[src/sv/acrt_pkg.sv]
// Package for the aging replacement cache directory.
// Holds item and result types, command codes, controller states and the
// command/status structs shared by the controller, datapath and top level.
`timescale 1ns / 1ps

package acrt_pkg;

    localparam int CACHE_SLOTS = 16;
    localparam int IDX_W       = $clog2(CACHE_SLOTS);
    localparam int CNT_W       = $clog2(CACHE_SLOTS + 1);
    localparam int SLOT_W      = 4;
    localparam int COUNT_W     = 5;

    localparam logic [31:0] AGE_FULL = 32'hffff_ffff;

    localparam logic [1:0] CMD_LOOKUP = 2'd0;
    localparam logic [1:0] CMD_INSERT = 2'd1;
    localparam logic [1:0] CMD_REMOVE = 2'd2;

    typedef struct packed {
        logic [1:0]  cmd;
        logic [31:0] id;
        logic        hint_valid;
        logic [3:0]  hint_slot;
        logic [7:0]  pack_index;
        logic [23:0] elem_index;
        logic [30:0] elem_size;
    } req_item_t;

    typedef struct packed {
        logic        hit;
        logic [3:0]  slot;
        logic [7:0]  found_pack;
        logic [23:0] found_elem;
        logic [30:0] found_size;
        logic        evicted;
        logic [31:0] evicted_id;
        logic [4:0]  removed_count;
        logic [4:0]  entry_count;
    } rsp_item_t;

    typedef struct packed {
        logic [31:0] id;
        logic [7:0]  pack;
        logic [23:0] elem;
        logic [30:0] size;
        logic [31:0] age;
    } entry_t;

    typedef enum logic [3:0] {
        ST_IDLE,
        ST_DISPATCH,
        ST_HINT_RD,
        ST_HINT_CHK,
        ST_LOOKUP,
        ST_AGE,
        ST_REPLACE,
        ST_INSERT,
        ST_REMOVE,
        ST_DONE
    } state_t;

    // Controller to datapath.
    typedef struct packed {
        logic load;      // capture the request, clear scan state and result
        logic hint_rd;   // read the hint slot
        logic issue;     // read at the scan pointer and advance it
        logic lk_hit;    // returned entry matched: refresh its age, record it
        logic age_step;  // returned entry: decrement age, track least age
        logic rm_step;   // returned entry: drop it or compact it down
        logic rm_end;    // commit compacted count and removed count
        logic ins_new;   // write new entry into the next free slot
        logic ins_repl;  // overwrite the least-aged entry
        logic out_load;  // move the result into the output register
    } dp_cmd_t;

    // Datapath to controller.
    typedef struct packed {
        logic [1:0] cmd;
        logic       hint_ok;
        logic       full;
        logic       pipe_valid;
        logic       match;
        logic       scan_more;
        logic       age_last;
        logic       out_free;
    } dp_stat_t;

endpackage

[src/sv/acrt_if.sv]
// Request and response channel interfaces for the cache directory.
// Depends on acrt_pkg for the payload types.
`timescale 1ns / 1ps

interface acrt_req_if;
    logic                valid;
    logic                ready;
    acrt_pkg::req_item_t data;

    modport source (output valid, output data, input ready);
    modport sink   (input valid, input data, output ready);
endinterface

interface acrt_rsp_if;
    logic                valid;
    logic                ready;
    acrt_pkg::rsp_item_t data;

    modport source (output valid, output data, input ready);
    modport sink   (input valid, input data, output ready);
endinterface

[src/sv/acrt_ctrl.sv]
// Command sequencer for the cache directory.
// Depends on acrt_pkg; drives the datapath through dp_cmd_t, reads dp_stat_t.
`timescale 1ns / 1ps

module acrt_ctrl (
    input  logic               clk,
    input  logic               rst_n,
    input  logic               req_valid,
    output logic               req_ready,
    input  acrt_pkg::dp_stat_t stat,
    output acrt_pkg::dp_cmd_t  cmd
);
    import acrt_pkg::*;

    state_t state_reg;
    state_t state_next;

    always_ff @(posedge clk or negedge rst_n)
    begin
        if (!rst_n)
        begin
            state_reg <= ST_IDLE;
        end
        else
        begin
            state_reg <= state_next;
        end
    end

    always_comb
    begin
        state_next = state_reg;
        cmd        = '0;
        req_ready  = 1'b0;
        case (state_reg)
            ST_IDLE:
            begin
                req_ready = 1'b1;
                if (req_valid)
                begin
                    cmd.load   = 1'b1;
                    state_next = ST_DISPATCH;
                end
            end
            ST_DISPATCH:
            begin
                case (stat.cmd)
                    CMD_LOOKUP: state_next = stat.hint_ok ? ST_HINT_RD : ST_LOOKUP;
                    CMD_INSERT: state_next = stat.full ? ST_AGE : ST_INSERT;
                    CMD_REMOVE: state_next = ST_REMOVE;
                    default:    state_next = ST_DONE;
                endcase
            end
            ST_HINT_RD:
            begin
                cmd.hint_rd = 1'b1;
                state_next  = ST_HINT_CHK;
            end
            ST_HINT_CHK:
            begin
                if (stat.match)
                begin
                    cmd.lk_hit = 1'b1;
                    state_next = ST_DONE;
                end
                else
                begin
                    state_next = ST_LOOKUP;
                end
            end
            ST_LOOKUP:
            begin
                if (stat.pipe_valid && stat.match)
                begin
                    cmd.lk_hit = 1'b1;
                    state_next = ST_DONE;
                end
                else if (stat.scan_more)
                begin
                    cmd.issue = 1'b1;
                end
                else if (!stat.pipe_valid)
                begin
                    // scan exhausted: miss, result stays zero
                    state_next = ST_DONE;
                end
            end
            ST_AGE:
            begin
                cmd.issue    = stat.scan_more;
                cmd.age_step = stat.pipe_valid;
                if (stat.pipe_valid && stat.age_last)
                begin
                    state_next = ST_REPLACE;
                end
            end
            ST_REPLACE:
            begin
                cmd.ins_repl = 1'b1;
                state_next   = ST_DONE;
            end
            ST_INSERT:
            begin
                cmd.ins_new = 1'b1;
                state_next  = ST_DONE;
            end
            ST_REMOVE:
            begin
                cmd.issue   = stat.scan_more;
                cmd.rm_step = stat.pipe_valid;
                if (!stat.scan_more && !stat.pipe_valid)
                begin
                    cmd.rm_end = 1'b1;
                    state_next = ST_DONE;
                end
            end
            ST_DONE:
            begin
                // hold until the output register is free
                if (stat.out_free)
                begin
                    cmd.out_load = 1'b1;
                    state_next   = ST_IDLE;
                end
            end
            default:
            begin
                state_next = ST_IDLE;
            end
        endcase
    end

endmodule

[src/sv/acrt_datapath.sv]
// Entry memory, scan pointers, least-age tracking and result registers.
// Depends on acrt_pkg; steered by acrt_ctrl through dp_cmd_t.
`timescale 1ns / 1ps

module acrt_datapath (
    input  logic                clk,
    input  logic                rst_n,
    input  acrt_pkg::req_item_t in_data,
    input  acrt_pkg::dp_cmd_t   cmd,
    output acrt_pkg::dp_stat_t  stat,
    output logic                out_valid,
    output acrt_pkg::rsp_item_t out_data,
    input  logic                out_ready
);
    import acrt_pkg::*;

    entry_t entry_mem [CACHE_SLOTS];

    req_item_t        item_reg;
    logic [CNT_W-1:0] count_reg;
    logic [CNT_W-1:0] count_next;
    logic [CNT_W-1:0] scan_reg;
    logic [CNT_W-1:0] scan_next;
    logic [CNT_W-1:0] wr_ptr_reg;
    logic [CNT_W-1:0] wr_ptr_next;
    logic             pipe_valid_reg;
    logic [IDX_W-1:0] rd_idx_reg;
    entry_t           rd_data_reg;
    logic [31:0]      min_age_reg;
    logic [IDX_W-1:0] min_idx_reg;
    logic [31:0]      min_id_reg;
    rsp_item_t        res_reg;
    rsp_item_t        res_next;
    logic             out_valid_reg;
    rsp_item_t        out_reg;
    rsp_item_t        out_next;

    logic             rd_en;
    logic [IDX_W-1:0] rd_addr;
    logic             we;
    logic [IDX_W-1:0] wr_addr;
    entry_t           wr_data;
    logic [31:0]      dec_age;
    logic             min_take;
    entry_t           new_entry;

    assign dec_age  = rd_data_reg.age - {31'd0, (rd_data_reg.age != 32'd0)};
    assign min_take = (rd_idx_reg == '0) || (dec_age < min_age_reg);

    assign new_entry = '{id:   item_reg.id,
                         pack: item_reg.pack_index,
                         elem: item_reg.elem_index,
                         size: item_reg.elem_size,
                         age:  AGE_FULL};

    assign stat.cmd        = item_reg.cmd;
    assign stat.hint_ok    = item_reg.hint_valid
                             && (32'(item_reg.hint_slot) < 32'(count_reg));
    assign stat.full       = (32'(count_reg) >= CACHE_SLOTS);
    assign stat.pipe_valid = pipe_valid_reg;
    assign stat.match      = (rd_data_reg.id == item_reg.id);
    assign stat.scan_more  = (scan_reg < count_reg);
    assign stat.age_last   = (rd_idx_reg == IDX_W'(CACHE_SLOTS - 1));
    assign stat.out_free   = !out_valid_reg || out_ready;

    assign rd_en   = cmd.hint_rd || cmd.issue;
    assign rd_addr = cmd.hint_rd ? IDX_W'(item_reg.hint_slot) : scan_reg[IDX_W-1:0];

    // write port select
    always_comb
    begin
        we      = 1'b0;
        wr_addr = rd_idx_reg;
        wr_data = rd_data_reg;
        if (cmd.lk_hit)
        begin
            we          = 1'b1;
            wr_data.age = AGE_FULL;
        end
        else if (cmd.age_step)
        begin
            we          = 1'b1;
            wr_data.age = dec_age;
        end
        else if (cmd.rm_step)
        begin
            we      = (rd_data_reg.pack != item_reg.pack_index);
            wr_addr = wr_ptr_reg[IDX_W-1:0];
        end
        else if (cmd.ins_new)
        begin
            we      = 1'b1;
            wr_addr = count_reg[IDX_W-1:0];
            wr_data = new_entry;
        end
        else if (cmd.ins_repl)
        begin
            we      = 1'b1;
            wr_addr = min_idx_reg;
            wr_data = new_entry;
        end
    end

    always_ff @(posedge clk)
    begin
        if (we)
        begin
            entry_mem[wr_addr] <= wr_data;
        end
        if (rd_en)
        begin
            rd_data_reg <= entry_mem[rd_addr];
            rd_idx_reg  <= rd_addr;
        end
    end

    always_comb
    begin
        count_next  = count_reg;
        scan_next   = scan_reg;
        wr_ptr_next = wr_ptr_reg;
        res_next    = res_reg;
        if (cmd.load)
        begin
            scan_next   = '0;
            wr_ptr_next = '0;
            res_next    = '0;
        end
        if (cmd.issue)
        begin
            scan_next = scan_reg + 1'b1;
        end
        if (cmd.lk_hit)
        begin
            res_next.hit        = 1'b1;
            res_next.slot       = SLOT_W'(rd_idx_reg);
            res_next.found_pack = rd_data_reg.pack;
            res_next.found_elem = rd_data_reg.elem;
            res_next.found_size = rd_data_reg.size;
        end
        if (cmd.rm_step && (rd_data_reg.pack != item_reg.pack_index))
        begin
            wr_ptr_next = wr_ptr_reg + 1'b1;
        end
        if (cmd.rm_end)
        begin
            count_next             = wr_ptr_reg;
            res_next.removed_count = COUNT_W'(count_reg - wr_ptr_reg);
        end
        if (cmd.ins_new || cmd.ins_repl)
        begin
            res_next.hit        = 1'b1;
            res_next.slot       = cmd.ins_new ? SLOT_W'(count_reg) : SLOT_W'(min_idx_reg);
            res_next.found_pack = item_reg.pack_index;
            res_next.found_elem = item_reg.elem_index;
            res_next.found_size = item_reg.elem_size;
        end
        if (cmd.ins_new)
        begin
            count_next = count_reg + 1'b1;
        end
        if (cmd.ins_repl)
        begin
            res_next.evicted    = 1'b1;
            res_next.evicted_id = min_id_reg;
        end
    end

    // result with the current entry count filled in
    always_comb
    begin
        out_next             = res_reg;
        out_next.entry_count = COUNT_W'(count_reg);
    end

    always_ff @(posedge clk or negedge rst_n)
    begin
        if (!rst_n)
        begin
            count_reg      <= '0;
            scan_reg       <= '0;
            wr_ptr_reg     <= '0;
            pipe_valid_reg <= 1'b0;
            out_valid_reg  <= 1'b0;
        end
        else
        begin
            count_reg      <= count_next;
            scan_reg       <= scan_next;
            wr_ptr_reg     <= wr_ptr_next;
            pipe_valid_reg <= rd_en;
            if (cmd.out_load)
            begin
                out_valid_reg <= 1'b1;
            end
            else if (out_ready)
            begin
                out_valid_reg <= 1'b0;
            end
        end
    end

    always_ff @(posedge clk)
    begin
        if (cmd.load)
        begin
            item_reg <= in_data;
        end
        res_reg <= res_next;
        if (cmd.age_step && min_take)
        begin
            min_age_reg <= dec_age;
            min_idx_reg <= rd_idx_reg;
            min_id_reg  <= rd_data_reg.id;
        end
        if (cmd.out_load)
        begin
            out_reg <= out_next;
        end
    end

    assign out_valid = out_valid_reg;
    assign out_data  = out_reg;

endmodule

[src/sv/aging_replacement_cache_table.sv]
// Top level of the aging replacement cache directory.
// Depends on acrt_pkg, acrt_if, acrt_ctrl and acrt_datapath.
//
//   channel | dir | payload     | handshake
//   --------+-----+-------------+------------------------------
//   req     | in  | req_item_t  | valid/ready, taken when both high
//   rsp     | out | rsp_item_t  | valid/ready, one per request
//
// One request is in work at a time. Entries are scanned one per cycle out of
// a single-port-read memory with a registered read; a failed hint falls back
// to the scan. Reset clears the entry count and control state but not the
// entries; there is no clearing pass. A stalled response holds in the output
// register; the next request is taken and worked while it waits, and only its
// result waits behind it.
`timescale 1ns / 1ps

module aging_replacement_cache_table (
    input logic        clk,
    input logic        rst_n,
    acrt_req_if.sink   req,
    acrt_rsp_if.source rsp
);
    import acrt_pkg::*;

    dp_cmd_t  cmd;
    dp_stat_t stat;

    acrt_ctrl u_ctrl (
        .clk       (clk),
        .rst_n     (rst_n),
        .req_valid (req.valid),
        .req_ready (req.ready),
        .stat      (stat),
        .cmd       (cmd)
    );

    acrt_datapath u_datapath (
        .clk       (clk),
        .rst_n     (rst_n),
        .in_data   (req.data),
        .cmd       (cmd),
        .stat      (stat),
        .out_valid (rsp.valid),
        .out_data  (rsp.data),
        .out_ready (rsp.ready)
    );

endmodule

[src/flat_wrapper.sv]
// flat-port wrapper written by rule: the top's interface ports become plain ports
module aging_replacement_cache_table_flat import acrt_pkg::*;
  (clk, rst_n, req_valid, req_data, req_ready, rsp_valid, rsp_data, rsp_ready);
  acrt_req_if req_i ();
  acrt_rsp_if rsp_i ();
  input logic clk;
  input logic rst_n;
  input wire logic [$bits(req_i.valid)-1:0] req_valid;
  input wire logic [$bits(req_i.data)-1:0] req_data;
  output wire logic [$bits(req_i.ready)-1:0] req_ready;
  output wire logic [$bits(rsp_i.valid)-1:0] rsp_valid;
  output wire logic [$bits(rsp_i.data)-1:0] rsp_data;
  input wire logic [$bits(rsp_i.ready)-1:0] rsp_ready;
  assign req_i.valid = req_valid;
  assign req_i.data = req_data;
  assign req_ready = req_i.ready;
  assign rsp_valid = rsp_i.valid;
  assign rsp_data = rsp_i.data;
  assign rsp_i.ready = rsp_ready;
  aging_replacement_cache_table u_core (.clk(clk), .rst_n(rst_n), .req(req_i), .rsp(rsp_i));
endmodule
[config.mk]
export PLATFORM = sky130hd
export DESIGN_NAME = aging_replacement_cache_table_flat
export DESIGN_NICKNAME = d
export VERILOG_FILES = /design/src/sv/acrt_pkg.sv /design/src/sv/acrt_if.sv /design/src/sv/acrt_ctrl.sv /design/src/sv/acrt_datapath.sv /design/src/sv/aging_replacement_cache_table.sv /design/src/flat_wrapper.sv
export SDC_FILE = /design/constraint.sdc
export NUM_CORES = 2
export LEC_CHECK = 0
export ABC_CLOCK_PERIOD_IN_PS = 18650
export BUFFER_PORTS_ARGS = -buffer_cell sky130_fd_sc_hd__buf_2
export CAP_MARGIN = 30
export CORE_UTILIZATION = 60
export DETAILED_ROUTE_END_ITERATION = 7
export PLACE_DENSITY_LB_ADDON = 0.2
export SLEW_MARGIN = 5
export SYNTH_ARGS = -nofsm -noshare
export SYNTH_HDL_FRONTEND = slang
export SYNTH_SLANG_ARGS = --single-unit
[constraint.sdc]
create_clock -name clk -period 18.65 [get_ports clk]
set_clock_uncertainty 0.1 [all_clocks]
set_input_delay 1.865 -clock clk [delete_from_list [all_inputs] [get_ports clk]]
set_output_delay 1.865 -clock clk [all_outputs]
set_load 0.005 [all_outputs]
# Word level (Yosys, flattened, before mapping)
# Memory sizes are Yosys's and may differ from the RTL's. A register that Yosys moved wholly into a read port is not among the register bits.
# Cells that the tools add are included.
[op_classes] n_addsub=5 magnitude_cmp=4 eq_ne=20 n_mux=62 reduce_logical=28
[op_table] operator="127-bit 2-to-1 mux" count=3
[op_table] operator="95-bit 2-to-1 mux" count=2
[op_table] operator="67-bit 2-to-1 mux" count=2
[op_table] operator="110-bit 2-to-1 mux" count=1
[op_table] operator="32-bit 2-to-1 mux" count=3
[op_table] operator="4-bit 2-to-1 mux" count=15
[op_table] operator="4-bit case mux with 9 select lines" count=1
[op_table] operator="32-bit equality test" count=1
[op_table] operator="32-bit less-than comparator" count=1
[op_table] operator="32-bit nonzero test" count=1
[op_table] operator="32-bit by 1-bit subtractor with 32-bit output" count=1
[op_table] operator="5-bit 2-to-1 mux" count=6
[op_table] operator="1-bit 2-to-1 mux" count=23
[op_table] operator="4-bit by 3-bit equality test with 1-bit output, second input constant" count=4
[op_table] operator="5-bit by 1-bit adder with 5-bit output, second input constant" count=3
[op_table] operator="4-bit equality test, second input constant" count=3
[op_table] operator="4-bit case mux with 3 select lines" count=1
[op_table] operator="2-bit nonzero test" count=6
[op_table] operator="4-bit by 2-bit equality test with 1-bit output, second input constant" count=2
[op_table] operator="4-bit logical NOT" count=2
[op_table] operator="8-bit inequality test" count=1
[op_table] operator="1-bit logical AND" count=6
[op_table] operator="2-bit inequality test, second input constant" count=3
[op_table] operator="3-bit inequality test, second input constant" count=2
[op_table] operator="17 further kinds" count=26
[word_totals] regBits=412 ram_bits=2032 inputBits=106 output_inout_bits=113 elab_cells=154 mem_count=1
[mem_list] name="u_core.u_datapath.entry_mem" depth=16 word_bits=127 rd=1 rd_ports_with_merged_regs=1 wr=1 line="acrt_datapath.sv:17" rtl="entry_t entry_mem [CACHE_SLOTS];"

# Longest topological paths before layout
[depth] ltp_word=10 ltp_mapped=20 mapped_depth_nobuf=17

# Hierarchy
# From an unflattened synthesis, not the netlist that was laid out.
[unflattened] hier_cells=7547 hier_area_um2=101646.2
[modules_own_cells] module="acrt_datapath" n_inst=1 cells_per_inst=7482 area_per_inst_um2=101103.2 seq_area_each_um2=76978.8
[modules_own_cells] module="acrt_ctrl" n_inst=1 cells_per_inst=65 area_per_inst_um2=543.0 seq_area_each_um2=100.1

# Least setup slack after synthesis
# No wires, ideal clock.
[synth_timing] path_type="flip-flop to flip-flop" start="register u_core.u_datapath.item_reg[83] (netlist name)" end="memory u_core.u_datapath.entry_mem[12][0] (netlist name), enable pin" setup_ns=0.615 arrival_ns=7.505 t_required_ns=17.935 path_slack_ns=10.430 stages_incl_launch_ff=8 n_path_buf=1 period_less_slack_ns=8.220 cell_sequence="edfxtp_1 xor2_1 nor4_1 nand4_1 nor4_1 clkbuf_1 o211ai_1 nor2_1"
[synth_via] elab_chain_len=7 elab_cells_between_ends=9 classes_between="eq/ne: 1; mux: 7; reduce/logical: 1"
[synth_lines] element="start, declared" line="acrt_datapath.sv:19" rtl="req_item_t item_reg;"
[synth_lines] element="start signal, assigned" line="acrt_datapath.sv:207" rtl="item_reg <= in_data;"
[synth_lines] element="32-bit equality test (*)" line="acrt_datapath.sv:61" rtl="assign stat.match = (rd_data_reg.id == item_reg.id);"
[synth_lines] element="1-bit logical AND" line="acrt_ctrl.sv:73" rtl="if (stat.pipe_valid && stat.match)"
[synth_lines] element="1-bit 2-to-1 mux" line="acrt_ctrl.sv:73"
[synth_lines] element="1-bit case mux with 2 select lines (*)" line="acrt_ctrl.sv:35" rtl="case (state_reg)"
[synth_lines] element="1-bit 2-to-1 mux" line="acrt_datapath.sv:75" rtl="if (cmd.lk_hit)"
[synth_lines] element="1-bit 2-to-1 mux" line="acrt_datapath.sv:106" rtl="if (we)"
[synth_lines] element="1-bit 2-to-1 mux (not written as such)" line="acrt_datapath.sv:108" rtl="entry_mem[wr_addr] <= wr_data;"
[synth_lines] element="end, declared" line="acrt_datapath.sv:17"
# Every way passes the cells marked *; elsewhere a longest branch is shown, timed or not.

# Worst setup path in the final report
[layout_timing] start="register u_core.u_datapath.rd_data_reg[112] (netlist name)" end="memory u_core.u_datapath.entry_mem[9][70] (netlist name), enable pin"
[layout_via] elab_chain_len=7 elab_cells_between_ends=9 classes_between="eq/ne: 1; mux: 7; reduce/logical: 1"
[layout_lines] element="32-bit equality test (*)" line="acrt_datapath.sv:61"
[layout_lines] element="1-bit logical AND" line="acrt_ctrl.sv:73"
[layout_lines] element="1-bit 2-to-1 mux" line="acrt_ctrl.sv:73"
[layout_lines] element="1-bit case mux with 2 select lines (*)" line="acrt_ctrl.sv:35"
[layout_lines] element="1-bit 2-to-1 mux" line="acrt_datapath.sv:75"
[layout_lines] element="1-bit 2-to-1 mux" line="acrt_datapath.sv:106"
[layout_lines] element="1-bit 2-to-1 mux (not written as such)" line="acrt_datapath.sv:108"
# Marked as above.

==> summary.txt <==
Worst hold path
  • Hold depth: 0
  • Min-delay src: u_core.u_datapath.out_next[68]$_DFFE_PP_
  • Worst hold path type: register to register
  • Worst hold endpoint: u_core.u_datapath.out_data[68]$_DFFE_PP_

Logic synthesis
  • Compound-cell area share of the yosys netlist: 0.02410
  • Avg Synthesized Cell Area: 15.39 um2
  • Number of synthesized register bits: around 2600
  • Post-synth ARST share: 0.008168
  • Sequential share of the synthesized area: 0.7579
  • Area share of the leading cell type in the synthesized netlist: 0.7523
  • Syn Nets: between 6000 and 7000
  • Main combinational cell family by area after synthesis: simple AND/OR/NAND/NOR gates
  • Top cells by area, synth: edfxtp_1 (75%), mux2i_1 (5.1%), nand2_1 (5.0%), nand3_1 (3.8%), mux4_2 (2.8%)
  • Post-synthesis mux area share: 0.07931
  • Yosys warnings: 0
  • Main flop type after synthesis: edfxtp_1
  • Synth Instances: between 6000 and 7000
  • Cell Area, Synth: ~100000 um2
  • Biggest area consumer among synthesized cells: edfxtp_1
  • Simple-gate share of the synthesized area: 0.1076
  • Adder-Cell Fraction of Synth Area: 0.005979
  • Post-synth EDFFs: between 2000 and 3000
  • Synth cell types: 63
  • Synth Area in XOR/XNOR: 0.006459

Clock network
  • CTS clk-pin slew, worst paths: 60 ps
  • H-Tree Depth: 4
  • Clock Sinks: around 2600
  • Clock tree buffer depth: 3
  • Hold buffer count at CTS: 0
  • Worst-skew pair later-pin latency: just under 900 ps
  • Inserted Clock Buffers: 241
  • CTS tree: built
  • Post_cts resized: 0
  • Clock root cell: clkbuf_16
  • Post-CTS Setup Bufs: 0

Floorplanning
  • Initial Util: 0.6062
  • FP Rows: 150
  • Die area: 171200 um2
  • Top Ports: 219
  • Die Wd: a little over 400 um
  • Core area: between 150000 and 200000 um2
  • Chip Height: slightly above 400 um

GRT
  • Grt ovf: 0
  • Total GRT Usage: 0.2801
  • Initial antenna violation count: 1
  • Largest net degree at the start of global routing: between 150 and 200
  • First-pass GRT wire length: 354300 um
  • Vias in the first global route: 55720

Critical path
  • Worst reg2reg path endpoint: u_core.u_datapath.entry_mem[9][70]$_DFFE_PP_
  • Data arrival time of the worst path: about 7400 ps
  • Crit path launch type: register
  • Worst setup EP type: register
  • CP Data Required Time: 19010 ps
  • Critical-path maximum fanout: 41
  • FF-to-FF Start: u_core.u_datapath.rd_data_reg[112]$_DFFE_PP_
  • R2R setup slack: ~12000 ps
  • R2R cell count: 10
  • Crit path kind: register to register

Route
  • DR iter-0 viols: 7118
  • Post-route DRC: 0
  • Detailed Route WL: 239800 um
  • WL/cell: between 20 and 30 um
  • Antenna viol nets, final: 0
  • Pre-antenna DRT Iters: 6
  • Vias/cell: between 6 and 7
  • Vias: 57460

Timing
  • Final worst setup slack: 11630 ps
  • Setup tns final: 0 ps
  • Slew @ Worst Pin: between 1000 and 1500 ps
  • Fin. Hold Viols: 0
  • Count of final max-slew check failures: 0
  • Tmin final: about 7000 ps
  • Setup Viol. Count Final: 0
  • Slew HR: 0.2618
  • Unrepaired setup endpoints after global routing: no
  • Max Clk Rate: between 0.1 and 0.15 GHz
  • Final cycle utilization of the critical path: 0.3765

Status
  • Status: completed

Pwr
  • PwrDens: around 160 nW/um2
  • Leakage: 38.25 nW
  • Maximum VDD drop: 140.6 uV

Placed design
  • IO buf count: approximately 220
  • RD Place Congestion: around 0.83
  • Placement Setup Slack: roughly 12000 ps
  • Detail Placement HPWL: approximately 120000 um

Cells and area
  • Final nets: between 6000 and 7000
  • Proportion of layout cells with a drive suffix above 1: 0.1221
  • Area growth syn-to-layout: 11.38%
  • Fill count: roughly 11000
  • Largest register FFs: around 2000

Flow run
  • Maxcap violations: 0
report_power, final:
group | internal, mW | switching [mW] | total (mW)
registers | 7.89 | 0.332 | 8.22
logic | 1.58 | 3.52 | 5.09
clock network | 2.72 | 2.12 | 4.85
total | 12.2 | 5.97 | 18.2
cell usage after synthesis, drive strengths merged (9+ instances only):
library cell,count
nor3,24
nor2,67
a21oi,33
xor2,54
o21a,10
dfrtp,21
edfxtp,2548
nand2b,10
and2,35
xnor2,21
ha,47
a22o,65
o21ai,38
mux2i,519
nand2,1354
a31oi,130
o211ai,9
nor2b,134
inv,56
clkbuf,265
buf,117
mux4,127
nand4,18
a21o,24
nor4,22
nand3,781
cell usage in the layout (no fill, tap or decap), types with 51 or more instances in the layout:
| cell type | n |
|---|---|
| buf_2 | 218 |
| nand2_1 | 1353 |
| mux4_2 | 127 |
| clkbuf_16 | 242 |
| inv_1 | 52 |
| a31oi_1 | 130 |
| a22o_1 | 65 |
| buf_4 | 97 |
| nand3_1 | 781 |
| nor2_1 | 51 |
| nor2b_1 | 134 |
| edfxtp_1 | 2548 |
| xor2_1 | 54 |
| clkinv_1 | 57 |
| clkinv_2 | 60 |
| mux2i_1 | 516 |
per-layer routing:
metal | vias up | global-route usage | wire [um]
met1 | 28960 | 0.4080 | 97170
met3 | 383 | 0.04356 | 22280
met2 | 2908 | 0.4452 | 114600
met5 | - | 0 | 0
met4 | 0 | 0.07619 | 5768
li1 | 25220 | - | -
kinds of logic after synthesis:
kind of cell / Yosys count
AND/OR/NAND/NOR: 2473
buffers and inverters: 438
adder cells (fa/ha/maj): 48
XOR/XNOR: 75
AO/OA/AOI/OAI: 356
flip-flops: 2571
multiplexers: 647
critical path, cell delays in order (launching register included):
cell      delay, ps
edfxtp_1        430
xor2_1          170
nor4_1          650
nand4_1         710
nor4_2          470
buf_4           590
o211ai_1        480
nor2_4          780
buf_4           690
buf_4           690
buf_4           730
worst max-delay path by stage:
stage,start,endpoint,cells past startpoint,slack [ps]
after floorplan,u_core.u_datapath.item_reg[83]$_DFFE_PP_,u_core.u_datapath.entry_mem[12][0]$_DFFE_PP_,7,10430
final,u_core.u_datapath.rd_data_reg[112]$_DFFE_PP_,u_core.u_datapath.entry_mem[9][70]$_DFFE_PP_,10,11630
after global placement,u_core.u_datapath.item_reg[87]$_DFFE_PP_,u_core.u_datapath.entry_mem[9][104]$_DFFE_PP_,10,11710
after CTS,u_core.u_datapath.rd_data_reg[112]$_DFFE_PP_,u_core.u_datapath.entry_mem[9][70]$_DFFE_PP_,10,11570
after detailed placement,u_core.u_datapath.item_reg[87]$_DFFE_PP_,u_core.u_datapath.entry_mem[9][73]$_DFFE_PP_,10,11700
after global routing,u_core.u_ctrl.state_reg[0]$_DFFE_PN0P_,u_core.u_datapath.rd_data_reg[71]$_DFFE_PP_,10,11390
per-stage QoR:
step	cells	hold WS (ps)	power [mW]	cell area (um2)	util
final	9222	317.5	18.16	113300	0.6751
after global routing	9221	321.0	18.89	113300	0.6751
after CTS	9213	317.7	18.17	113100	0.6740
after detailed placement	8763	304.5	13.36	105300	0.6275
after global placement	8752	302.4	13.19	105100	0.6262
after floorplan	6608	300.3	11.65	101700	-
cell type report:
type	instances	area, um2	share of cell area
sequential	2571	77080	0.6804
multi-input combinational	3599	22970	0.2028
clock buffer	284	6213	0.05485
tap	2204	2758	0.02434
timing repair buffer	341	2422	0.02138
clock inverter	166	1594	0.01407
inverter	56	237.7	0.002099
antenna	1	2.502	0.00002209
Power figures use the tool's default switching activity.
